==> config.mk <==
export PLATFORM = sky130hd
export DESIGN_NAME = uart_fifo_register_model_unit
export DESIGN_NICKNAME = d
export VERILOG_FILES = /design/src/hw/rtl/ufrm_pkg.sv /design/src/hw/rtl/ufrm_ctrl.sv /design/src/hw/rtl/ufrm_dp.sv /design/src/hw/rtl/uart_fifo_register_model_unit.sv
export SDC_FILE = /design/constraint.sdc
export NUM_CORES = 1
export LEC_CHECK = 0
export BUFFER_PORTS_ARGS = -buffer_cell sky130_fd_sc_hd__buf_2
export CAP_MARGIN = 30
export CORE_UTILIZATION = 53
export DETAILED_ROUTE_END_ITERATION = 12
export GPL_TIMING_DRIVEN = 1
export PLACE_DENSITY = 0.72
export SLEW_MARGIN = 20
export SYNTH_ARGS = -nofsm -noshare
export SYNTH_HDL_FRONTEND = slang
export SYNTH_SLANG_ARGS = --single-unit
==> constraint.sdc <==
create_clock -name i_clk -period 4.55 [get_ports i_clk]
set_input_delay 0.2275 -clock i_clk [delete_from_list [all_inputs] [get_ports i_clk]]
set_output_delay 0.2275 -clock i_clk [all_outputs]
set_load 0.02 [all_outputs]
==> src/hw/rtl/ufrm_pkg.sv <==
// Shared types and constants for the UART FIFO register model.
`timescale 1ns / 1ps

package ufrm_pkg;

    // Default FIFO depth in bytes
    localparam int FIFO_DEPTH_DEF = 16;

    // Fixed field widths
    localparam int BYTE_W  = 8;
    localparam int LEVEL_W = 5;
    localparam int BAUD_W  = 32;
    localparam int CFG_W   = 32;

    // Operation codes
    localparam logic [1:0] FUNC_HOST_WR   = 2'd0;
    localparam logic [1:0] FUNC_HOST_RD   = 2'd1;
    localparam logic [1:0] FUNC_LINE_PUSH = 2'd2;
    localparam logic [1:0] FUNC_LINE_POP  = 2'd3;

    // Error codes
    localparam logic [1:0] ERR_OK    = 2'd0;
    localparam logic [1:0] ERR_DIS   = 2'd1;
    localparam logic [1:0] ERR_EMPTY = 2'd2;
    localparam logic [1:0] ERR_FULL  = 2'd3;

    // Register indexes
    localparam logic CFG_ENABLE = 1'b0;
    localparam logic CFG_BAUD   = 1'b1;

    localparam logic [BAUD_W-1:0] BAUD_RESET = 32'd115200;

    // Input word
    typedef struct packed {
        logic [1:0]        func;
        logic [BYTE_W-1:0] data_in;
    } t_in;

    // Result word
    typedef struct packed {
        logic [BYTE_W-1:0]  data_out;
        logic [1:0]         error_code;
        logic               tx_empty;
        logic               rx_available;
        logic               enabled_flag;
        logic [LEVEL_W-1:0] tx_level;
        logic [LEVEL_W-1:0] rx_level;
        logic [BYTE_W-1:0]  data_reg_value;
        logic [BAUD_W-1:0]  baud_value;
    } t_out;

    // Controller to datapath commands
    typedef struct packed {
        logic capture;   // latch the word, read both FIFO heads
        logic execute;   // update FIFOs and load the result
    } t_cmd;

endpackage

==> src/hw/rtl/ufrm_ctrl.sv <==
// Controller state machine: sequences capture and execute for each word.
`timescale 1ns / 1ps

module ufrm_ctrl (
    input  logic           i_clk,
    input  logic           i_rst_n,
    input  logic           i_start,
    output logic           o_busy,
    output logic           o_strobe,
    output ufrm_pkg::t_cmd o_cmd
);

    localparam logic ST_IDLE = 1'b0;
    localparam logic ST_EXEC = 1'b1;

    logic r_state;
    logic n_state;
    logic r_strobe;

    // Next state
    always_comb begin
        n_state = r_state;
        case (r_state)
            ST_IDLE: begin
                if (i_start) begin
                    n_state = ST_EXEC;
                end
            end
            ST_EXEC: begin
                n_state = ST_IDLE;
            end
            default: begin
                n_state = ST_IDLE;
            end
        endcase
    end

    always_ff @(posedge i_clk) begin
        if (!i_rst_n) begin
            r_state  <= ST_IDLE;
            r_strobe <= 1'b0;
        end else begin
            r_state  <= n_state;
            r_strobe <= (r_state == ST_EXEC);
        end
    end

    // Commands
    assign o_cmd.capture = (r_state == ST_IDLE) && i_start;
    assign o_cmd.execute = (r_state == ST_EXEC);
    assign o_busy        = (r_state != ST_IDLE);
    assign o_strobe      = r_strobe;

endmodule

==> src/hw/rtl/ufrm_dp.sv <==
// Datapath: config registers, TX and RX FIFOs, data latch and result register.
`timescale 1ns / 1ps

module ufrm_dp #(
    parameter int FIFO_DEPTH = ufrm_pkg::FIFO_DEPTH_DEF
) (
    input  logic                       i_clk,
    input  logic                       i_rst_n,
    input  ufrm_pkg::t_cmd             i_cmd,
    input  ufrm_pkg::t_in              i_in,
    input  logic                       i_cfg_we,
    input  logic                       i_cfg_idx,
    input  logic [ufrm_pkg::CFG_W-1:0] i_cfg_wdata,
    output ufrm_pkg::t_out             o_out
);

    localparam int AW = $clog2(FIFO_DEPTH);
    localparam int CW = $clog2(FIFO_DEPTH + 1);
    localparam int BW = ufrm_pkg::BYTE_W;
    localparam int LW = ufrm_pkg::LEVEL_W;
    localparam logic [AW-1:0] LAST_IDX = AW'(FIFO_DEPTH - 1);
    localparam logic [CW-1:0] FULL_CNT = CW'(FIFO_DEPTH);

    // Config registers
    logic                         r_enable;
    logic [ufrm_pkg::BAUD_W-1:0]  r_baud;

    // FIFO storage and pointers
    logic [BW-1:0] r_tx_mem [FIFO_DEPTH];
    logic [BW-1:0] r_rx_mem [FIFO_DEPTH];
    logic [AW-1:0] r_tx_head, r_tx_tail, r_rx_head, r_rx_tail;
    logic [CW-1:0] r_tx_count, r_rx_count;
    logic [CW-1:0] n_tx_count, n_rx_count;
    logic [BW-1:0] r_tx_rd, r_rx_rd;

    // Captured word, data latch, result
    logic [1:0]     r_func;
    logic [BW-1:0]  r_din;
    logic [BW-1:0]  r_latch;
    logic [BW-1:0]  n_latch;
    ufrm_pkg::t_out r_out;

    // Decode
    logic          tx_push, tx_pop, rx_push, rx_pop;
    logic [BW-1:0] dout;
    logic [1:0]    err;
    logic [CW+LW-1:0] tx_lvl_ext, rx_lvl_ext;

    // Config writes
    always_ff @(posedge i_clk) begin
        if (!i_rst_n) begin
            r_enable <= 1'b0;
            r_baud   <= ufrm_pkg::BAUD_RESET;
        end else if (i_cfg_we) begin
            if (i_cfg_idx == ufrm_pkg::CFG_ENABLE) begin
                r_enable <= i_cfg_wdata[0];
            end else if (i_cfg_wdata != '0) begin
                r_baud <= i_cfg_wdata;
            end
        end
    end

    // Word capture and head reads
    always_ff @(posedge i_clk) begin
        if (i_cmd.capture) begin
            r_func  <= i_in.func;
            r_din   <= i_in.data_in;
            r_tx_rd <= r_tx_mem[r_tx_head];
            r_rx_rd <= r_rx_mem[r_rx_head];
        end
    end

    // Operation decode; disable check first
    always_comb begin
        tx_push = 1'b0;
        tx_pop  = 1'b0;
        rx_push = 1'b0;
        rx_pop  = 1'b0;
        dout    = '0;
        err     = ufrm_pkg::ERR_OK;
        n_latch = r_latch;
        if (r_func != ufrm_pkg::FUNC_LINE_POP && !r_enable) begin
            err = ufrm_pkg::ERR_DIS;
        end else begin
            case (r_func)
                ufrm_pkg::FUNC_HOST_WR: begin
                    if (r_tx_count == FULL_CNT) begin
                        err = ufrm_pkg::ERR_FULL;
                    end else begin
                        tx_push = 1'b1;
                        n_latch = r_din;
                    end
                end
                ufrm_pkg::FUNC_HOST_RD: begin
                    if (r_rx_count == '0) begin
                        err = ufrm_pkg::ERR_EMPTY;
                    end else begin
                        rx_pop  = 1'b1;
                        dout    = r_rx_rd;
                        n_latch = r_rx_rd;
                    end
                end
                ufrm_pkg::FUNC_LINE_PUSH: begin
                    if (r_rx_count == FULL_CNT) begin
                        err = ufrm_pkg::ERR_FULL;
                    end else begin
                        rx_push = 1'b1;
                    end
                end
                default: begin
                    if (r_tx_count == '0) begin
                        err = ufrm_pkg::ERR_EMPTY;
                    end else begin
                        tx_pop = 1'b1;
                        dout   = r_tx_rd;
                    end
                end
            endcase
        end
    end

    // Next levels
    always_comb begin
        n_tx_count = r_tx_count;
        n_rx_count = r_rx_count;
        if (tx_push) begin
            n_tx_count = r_tx_count + 1'b1;
        end else if (tx_pop) begin
            n_tx_count = r_tx_count - 1'b1;
        end
        if (rx_push) begin
            n_rx_count = r_rx_count + 1'b1;
        end else if (rx_pop) begin
            n_rx_count = r_rx_count - 1'b1;
        end
    end

    assign tx_lvl_ext = {{LW{1'b0}}, n_tx_count};
    assign rx_lvl_ext = {{LW{1'b0}}, n_rx_count};

    // FIFO writes
    always_ff @(posedge i_clk) begin
        if (i_cmd.execute && tx_push) begin
            r_tx_mem[r_tx_tail] <= r_din;
        end
        if (i_cmd.execute && rx_push) begin
            r_rx_mem[r_rx_tail] <= r_din;
        end
    end

    // Pointers, levels, data latch
    always_ff @(posedge i_clk) begin
        if (!i_rst_n) begin
            r_tx_head  <= '0;
            r_tx_tail  <= '0;
            r_rx_head  <= '0;
            r_rx_tail  <= '0;
            r_tx_count <= '0;
            r_rx_count <= '0;
            r_latch    <= '0;
        end else if (i_cmd.execute) begin
            r_tx_count <= n_tx_count;
            r_rx_count <= n_rx_count;
            r_latch    <= n_latch;
            if (tx_push) begin
                r_tx_tail <= (r_tx_tail == LAST_IDX) ? '0 : r_tx_tail + 1'b1;
            end
            if (tx_pop) begin
                r_tx_head <= (r_tx_head == LAST_IDX) ? '0 : r_tx_head + 1'b1;
            end
            if (rx_push) begin
                r_rx_tail <= (r_rx_tail == LAST_IDX) ? '0 : r_rx_tail + 1'b1;
            end
            if (rx_pop) begin
                r_rx_head <= (r_rx_head == LAST_IDX) ? '0 : r_rx_head + 1'b1;
            end
        end
    end

    // Result register
    always_ff @(posedge i_clk) begin
        if (i_cmd.execute) begin
            r_out.data_out       <= dout;
            r_out.error_code     <= err;
            r_out.tx_empty       <= (n_tx_count == '0);
            r_out.rx_available   <= (n_rx_count != '0);
            r_out.enabled_flag   <= r_enable;
            r_out.tx_level       <= tx_lvl_ext[LW-1:0];
            r_out.rx_level       <= rx_lvl_ext[LW-1:0];
            r_out.data_reg_value <= n_latch;
            r_out.baud_value     <= r_baud;
        end
    end

    assign o_out = r_out;

endmodule

==> src/hw/rtl/uart_fifo_register_model_unit.sv <==
// Top level of the UART FIFO register model: controller plus datapath.
//
//  channel | ports                                   | handshake
//  --------+-----------------------------------------+-----------------------------
//  command | start, busy, i_in                       | taken when start & !busy
//  result  | o_strobe, o_out                         | one cycle, no back-pressure
//  config  | i_cfg_we, i_cfg_idx, i_cfg_wdata        | written when i_cfg_we
//
// Each word has a capture step, which latches it and reads both FIFO heads from
// their registered-read memories, then an execute step, which updates the FIFOs and
// loads the result. The result shows on o_out with o_strobe high in the cycle after
// the execute step; busy is low again in that cycle, so a new word can start then.
// Synchronous active-low reset clears pointers, levels, data latch and config;
// FIFO storage needs no clearing since only written entries are read.
`timescale 1ns / 1ps

module uart_fifo_register_model_unit #(
    parameter int FIFO_DEPTH = ufrm_pkg::FIFO_DEPTH_DEF
) (
    input  logic                       i_clk,
    input  logic                       i_rst_n,
    input  logic                       start,
    output logic                       busy,
    input  ufrm_pkg::t_in              i_in,
    output logic                       o_strobe,
    output ufrm_pkg::t_out             o_out,
    input  logic                       i_cfg_we,
    input  logic                       i_cfg_idx,
    input  logic [ufrm_pkg::CFG_W-1:0] i_cfg_wdata
);

    ufrm_pkg::t_cmd cmd;

    // Sequencer
    ufrm_ctrl u_ctrl (
        .i_clk    (i_clk),
        .i_rst_n  (i_rst_n),
        .i_start  (start),
        .o_busy   (busy),
        .o_strobe (o_strobe),
        .o_cmd    (cmd)
    );

    // FIFOs and registers
    ufrm_dp #(
        .FIFO_DEPTH (FIFO_DEPTH)
    ) u_dp (
        .i_clk       (i_clk),
        .i_rst_n     (i_rst_n),
        .i_cmd       (cmd),
        .i_in        (i_in),
        .i_cfg_we    (i_cfg_we),
        .i_cfg_idx   (i_cfg_idx),
        .i_cfg_wdata (i_cfg_wdata),
        .o_out       (o_out)
    );

endmodule

==> impl_metrics.ini, run 1 <==
[outcome]
status = finished, final reports clean

[synthesis]
syn_area_um2 = 16300
postSynthAreaPerCell_um2 = 17.3
synth_cell_types = 62
synth_async_sr_flop_share_pct = 0
seq_area_frac_synth_pct = 71.9
synth_seq_cells = 414
synth_edf_count = 345
syn_inst = 943
synth_warnings = 0
synth_nets = 1004
synth_ff_type = edfxtp_1

[sta]
setup_ws_ns = 1.60
clock_skew_ns = 0.0155
max_clock_freq_ghz = 0.340
slew-limit-headroom_pct = 36.7
hold_viol_final = 0
hold_ws_ns = 0.00984
setup_tns_ns = 0
finalCritPeriodShare_pct = 64.7
fin_crit_ns = 2.95
finalMaxSlewViolations = 0
setup_viol = 0
tightestPinTransition_ns = 0.948
rsz0062_at_grt = false

[cells_and_area]
drive_gt1_share_pct = 25.0
final_common_cell = edfxtp_1
area_growth_pct = 17.1
final_cell_mix = edfxtp_1 (345), buf_2 (118), dfxtp_1 (65)
n_antenna_cell = 0
postLayoutCellArea_um2 = 19100
final_nets = 1171

[global_routing]
grt-ovfl-total = 0
antenna_found_initial = 0
grt_pass1_wl_mm = 49.9
grt_pass1_vias = 8850
grt_usage_pct = 21.1
grt_max_degree = 75

[routing]
vias = 8825
drc_errors = 0
vias_per_cell = 5.76
wirelength_mm = 32.8
first_pass_iters = 5
ant_nets = 0
wl_per_cell_um = 21.4
drtIter0Drc = 728

[die]
core_um2 = 30000
start_util_pct = 54.5
design.die.area_um2 = 31500
num_io_pins = 112
die_y_um = 178
dieWidth_um = 178
rows = 63

[power_and_ir_drop]
p_int_mw = 6.44
pwr-share-clk_pct = 44.1
leakage_nw = 6.50
vdd_drop_max_mv = 0.238
sequentialPowerShare_pct = 52.2
switching_share_pct = 19.8
power_density_nw_per_um2 = 420
p_sw_mw = 1.59
p_comb_share_pct = 3.7

[clock_tree]
cts_sinks = 414
clock_path_buffers = 3
cts_tree = built
clkTransAtPathRegs_ns = 0.06
numCtsBuffers = 41
root_buffer = clkbuf_16
htreeDepth = 2
post_cts_buffers = 0
insertion_delay_ns = 0.53

[worst_setup_path]
cp-end-kind = register
crit_required_ns = 4.78
r2r_start = u_dp.r_rx_count[0]$_SDFFE_PN0P_
crit_fanout = 7
path_class = register to register
crit_path_start = u_dp.r_rx_count[0]$_SDFFE_PN0P_
worstPathArrival_ns = 3.17
cp-start-kind = register

[hold_path]
hp-class = input pin to register
min_from = i_cfg_wdata[24]

[place]
preCtsSetupSlack_ns = 1.58
hpwl_mm = 20.4
portBuffers = 111
gp_congestion = 0.814
place_area_um2 = 17300

[run]
cap_violations = 0
synth_stat cells, types with 16 or more instances:
library cell / count / area share, %
a211oi_1: 17 / 0.78
a21oi_1: 22 / 0.67
a22o_1: 24 / 1.3
clkbuf_1: 23 / 0.53
dfxtp_1: 69 / 8.5
edfxtp_1: 345 / 63
mux2i_1: 57 / 3.5
mux4_2: 64 / 8.8
nand2_1: 31 / 0.71
nor2_1: 46 / 1.1
nor2b_1: 55 / 2.1
nor3_1: 16 / 0.49
power groups by stage:
stage / sequential (mW) / clock [mW] / combinational (mW)
CTS: 4.19 / 3.60 / 0.298
global placement: 4.27 / 0 / 0.269
detailed placement: 4.27 / 0 / 0.274
global route: 4.19 / 3.74 / 0.321
floorplan: 4.32 / 0 / 0.110
finish: 4.19 / 3.54 / 0.296
stage by stage:
step | utilization, % | power, mW | std cells
2_1_floorplan | - | 4.43 | 943
3_3_place_gp | 57.7 | 4.54 | 1413
3_5_place_dp | 57.8 | 4.54 | 1420
4_1_cts | 63.8 | 8.09 | 1531
5_1_grt | 63.9 | 8.26 | 1533
6_report | 63.9 | 8.02 | 1533
layer usage:
| layer | GRT usage [%] | up-vias | wire, µm |
|---|---|---|---|
| met2 | 34.6 | 311 | 15700 |
| met1 | 28.8 | 4427 | 14300 |
| met3 | 3.71 | 56 | 1990 |
| li1 | - | 4031 | - |
| met4 | 6.98 | 0 | 840 |
| met5 | 0 | - | 0 |
state kept, by name, indices dropped and copies added (netlist names), 5 cells and up:
name and cells:
u_dp.r_rx_mem 128, u_dp.r_tx_mem 128, u_dp.o_out 63, u_dp.r_baud 32, u_dp.r_din 8, u_dp.r_latch 8
u_dp.r_rx_rd 8, u_dp.r_tx_rd 8, u_dp.r_rx_count 5, u_dp.r_tx_count 5
timing repair:
| action | in CTS | in global routing |
|---|---|---|
| hold buffers | 35 | 0 |
| endpoints found under the hold margin | 35 | 0 |
| resized for setup | 0 | 0 |
path summary, 6_finish.rpt:
kind	to	slack [ns]	depth (start not counted)
hold reg to reg	u_dp.o_out[30]$_DFFE_PP_	0.43	0
hold / removal	u_dp.r_baud[24]$_SDFFE_PN0P_	0.01	3
setup reg to reg	u_dp.r_rx_mem[3][2]$_DFFE_PP_	1.60	8
setup / recovery	u_dp.r_rx_mem[3][2]$_DFFE_PP_	1.60	8
area by class of cell:
class / instances / area, µm²
clock buffers: 57 / 1180
clock inverters: 19 / 269
fillers: 2094 / 10800
inverters: 12 / 45.0
multi-input cells: 465 / 4290
flip-flops and latches: 414 / 11700
well taps: 390 / 488
repair buffers: 176 / 1110
logic make-up after synthesis:
kind of cell	share of synthesized area [%]
flops	71.9
simple gates	7.30
mux	12.3
compound gates	4.84
buf+inv	1.86
fa+ha+maj	1.07
xor+xnor	0.697
critical path: stages (launching register included):
cell	delay (ns)
dfxtp_1	0.40
inv_1	0.11
ha_1	0.25
nor4bb_1	0.19
buf_2	0.18
nor3_4	0.36
nand2_1	0.23
nor3_1	0.62
buf_2	0.29
Note: power is estimated with default switching activity, not from simulation.
==> inputs of run 2 (changes only) <==
--- a/config.mk
+++ b/config.mk
@@ -5,12 +5,13 @@
 export SDC_FILE = /design/constraint.sdc
 export NUM_CORES = 1
 export LEC_CHECK = 0
+export ABC_AREA = 1
 export BUFFER_PORTS_ARGS = -buffer_cell sky130_fd_sc_hd__buf_2
 export CAP_MARGIN = 30
 export CORE_UTILIZATION = 53
 export DETAILED_ROUTE_END_ITERATION = 12
 export GPL_TIMING_DRIVEN = 1
-export PLACE_DENSITY = 0.72
+export PLACE_DENSITY = 0.75
 export SLEW_MARGIN = 20
 export SYNTH_ARGS = -nofsm -noshare
 export SYNTH_HDL_FRONTEND = slang
==> constraint.sdc (replaced) <==
create_clock -name i_clk -period 2.5 [get_ports i_clk]
set_input_delay 0.125 -clock i_clk [delete_from_list [all_inputs] [get_ports i_clk]]
set_output_delay 0.125 -clock i_clk [all_outputs]
set_load 0.02 [all_outputs]
==> impl_metrics.ini, run 2 <==
[routing]
vias = 11700
drc_errors = 0
wl_per_cell_um = 19.0
drtIter0Drc = 1173
ant_nets = 0
wirelength_mm = 39.8
vias_per_cell = 5.60
first_pass_iters = 5

[synthesis]
synth_async_sr_flop_share_pct = 0
yosysMostFrequentCell = edfxtp_1
postSynthAreaPerCell_um2 = 11.4
synth_warnings = 0
seq_area_frac_synth_pct = 70.7
synth_seq_cells = 414
yosys-top-cells-count = edfxtp_1 (345), nor2_1 (318), nand2_1 (264), o21ai_0 (122), dfxtp_1 (69)
synth_nets = 1522
synth_cell_types = 36
syn_area_um2 = 16600
synth_edf_count = 345
syn_inst = 1461
synth_top_area_share_pct = 62.4
yosys-top-cells-area = edfxtp_1 (62%), dfxtp_1 (8.3%), nor2_1 (7.2%), nand2_1 (6.0%), o21ai_0 (3.7%)
synth_ff_type = edfxtp_1
yosysTopAreaCell = edfxtp_1

[sta]
hold_ws_ns = 0.0138
finalCritPeriodShare_pct = 92.3
setup_viol = 0
fin_crit_ns = 2.31
max_clock_freq_ghz = 0.433
setup_tns_ns = 0
slew-limit-headroom_pct = 42.8
clock_skew_ns = 0.0110
hold_viol_final = 0
rsz0062_at_grt = false
tightestPinTransition_ns = 0.858
finalMaxSlewViolations = 0

[cells_and_area]
final_cell_mix = edfxtp_1 (345), nor2_1 (316), nand2_1 (264)
final_common_cell = edfxtp_1
final_util_pct = 64.7
fin_cells = 2096
fillers = 2179
area_growth_pct = 19.5
postLayoutCellArea_um2 = 19800
drive_gt1_share_pct = 16.8
n_antenna_cell = 0
final_nets = 1731

[power_and_ir_drop]
power_density_nw_per_um2 = 738
leakage_nw = 7.47
vdd_drop_max_mv = 0.400

[die]
num_io_pins = 112
dieWidth_um = 179
start_util_pct = 54.1
core_um2 = 30700
design.die.area_um2 = 32000
rows = 64
die_y_um = 179

[clock_tree]
clkTransAtPathRegs_ns = 0.06
cts_tree = built
clock_path_buffers = 3
htreeDepth = 2
numCtsBuffers = 41
root_buffer = clkbuf_16
insertion_delay_ns = 0.52
cts_sinks = 414

[worst_setup_path]
crit_fanout = 9
crit_required_ns = 2.73
cp-start-kind = register
cp-end-kind = register
reg2regPathDepth = 10
worstPathArrival_ns = 2.54
path_class = register to register
rrSetupSlack_ns = 0.19

[global_routing]
grt_pass1_wl_mm = 60.3
grt_max_degree = 66
grt-ovfl-total = 0
antenna_found_initial = 1
grt_pass1_vias = 11100
grt_usage_pct = 25.0

[place]
place_area_um2 = 18000
hpwl_mm = 25.5
placed_cells = 1977
portBuffers = 111
gp_congestion = 0.907

[outcome]
status = finished, final reports clean

[run]
cap_violations = 0

[hold_path]
hold_depth = 3
hp-class = input pin to register
-- run 2: cell type report --
type / count / area [µm²] / share of cell area [%]
flip-flops and latches: 414 / 11800 / 59.2
multi-input cells: 907 / 4310 / 21.7
repair buffers: 229 / 1570 / 7.91
clock buffers: 46 / 1080 / 5.47
well taps: 396 / 495 / 2.50
clock inverters: 27 / 337 / 1.70
inverters: 77 / 292 / 1.47
-- run 2: cells by family after synthesis --
group / count (synthesis) / synth area share, %
and+or+nand+nor: 669 / 16.6
adders and majority gates: 14 / 1.05
AOI/OAI and AO/OA: 213 / 7.72
xor gates and xnor gates: 11 / 0.580
buffers and inverters: 140 / 3.38
DFF: 414 / 70.7
-- run 2: path summary, 6_finish.rpt --
kind                                         from                              to
setup / recovery  u_dp.r_rx_count[0]$_SDFFE_PN0P_  u_dp.r_rx_mem[12][0]$_DFFE_PP_
hold / removal                            i_rst_n    u_dp.r_baud[27]$_SDFFE_PN0P_
setup reg to reg  u_dp.r_rx_count[0]$_SDFFE_PN0P_  u_dp.r_rx_mem[12][0]$_DFFE_PP_
hold reg to reg      u_dp.r_baud[26]$_SDFFE_PN0P_        u_dp.o_out[26]$_DFFE_PP_
-- run 2: metrics by stage --
step | setup slack [ns] | power [mW]
2_1_floorplan | 0.229 | 8.02
3_3_place_gp | 0.341 | 8.24
3_5_place_dp | 0.238 | 8.26
4_1_cts | 0.223 | 14.7
5_1_grt | 0.0323 | 15.0
6_report | 0.191 | 14.6
-- run 2: what timing repair did --
action                                  in CTS  in global routing
setup buffers                                0                  0
endpoints found under the setup margin       0                  0
resized for setup                            0                  0
endpoints found under the hold margin       44                  0
hold buffers                                46                  0
-- run 2: worst max-delay path, cell delays in order (launching register included) --
cell	delay (ns)
dfxtp_1	0.38
inv_1	0.11
ha_1	0.25
nand2_1	0.10
inv_1	0.07
nand2_1	0.10
nand2_2	0.14
nor2_4	0.28
nand2_1	0.26
nor2_1	0.16
buf_4	0.19
-- run 2: metal layers --
metal	GRT usage [%]	vias up	share of wire, %
met3	4.47	84	9.4
met1	34.2	5581	41
li1	-	5473	-
met4	8.02	2	2.8
met5	0	-	0.033
met2	40.6	592	47
-- run 2: power breakdown --
part | switching (mW) | leakage (nW) | internal [mW]
logic | 0.350 | 3.06 | 0.179
clock network | 2.53 | 0.701 | 3.94
registers | 0.0751 | 3.71 | 7.58
total | 2.95 | 7.47 | 11.7
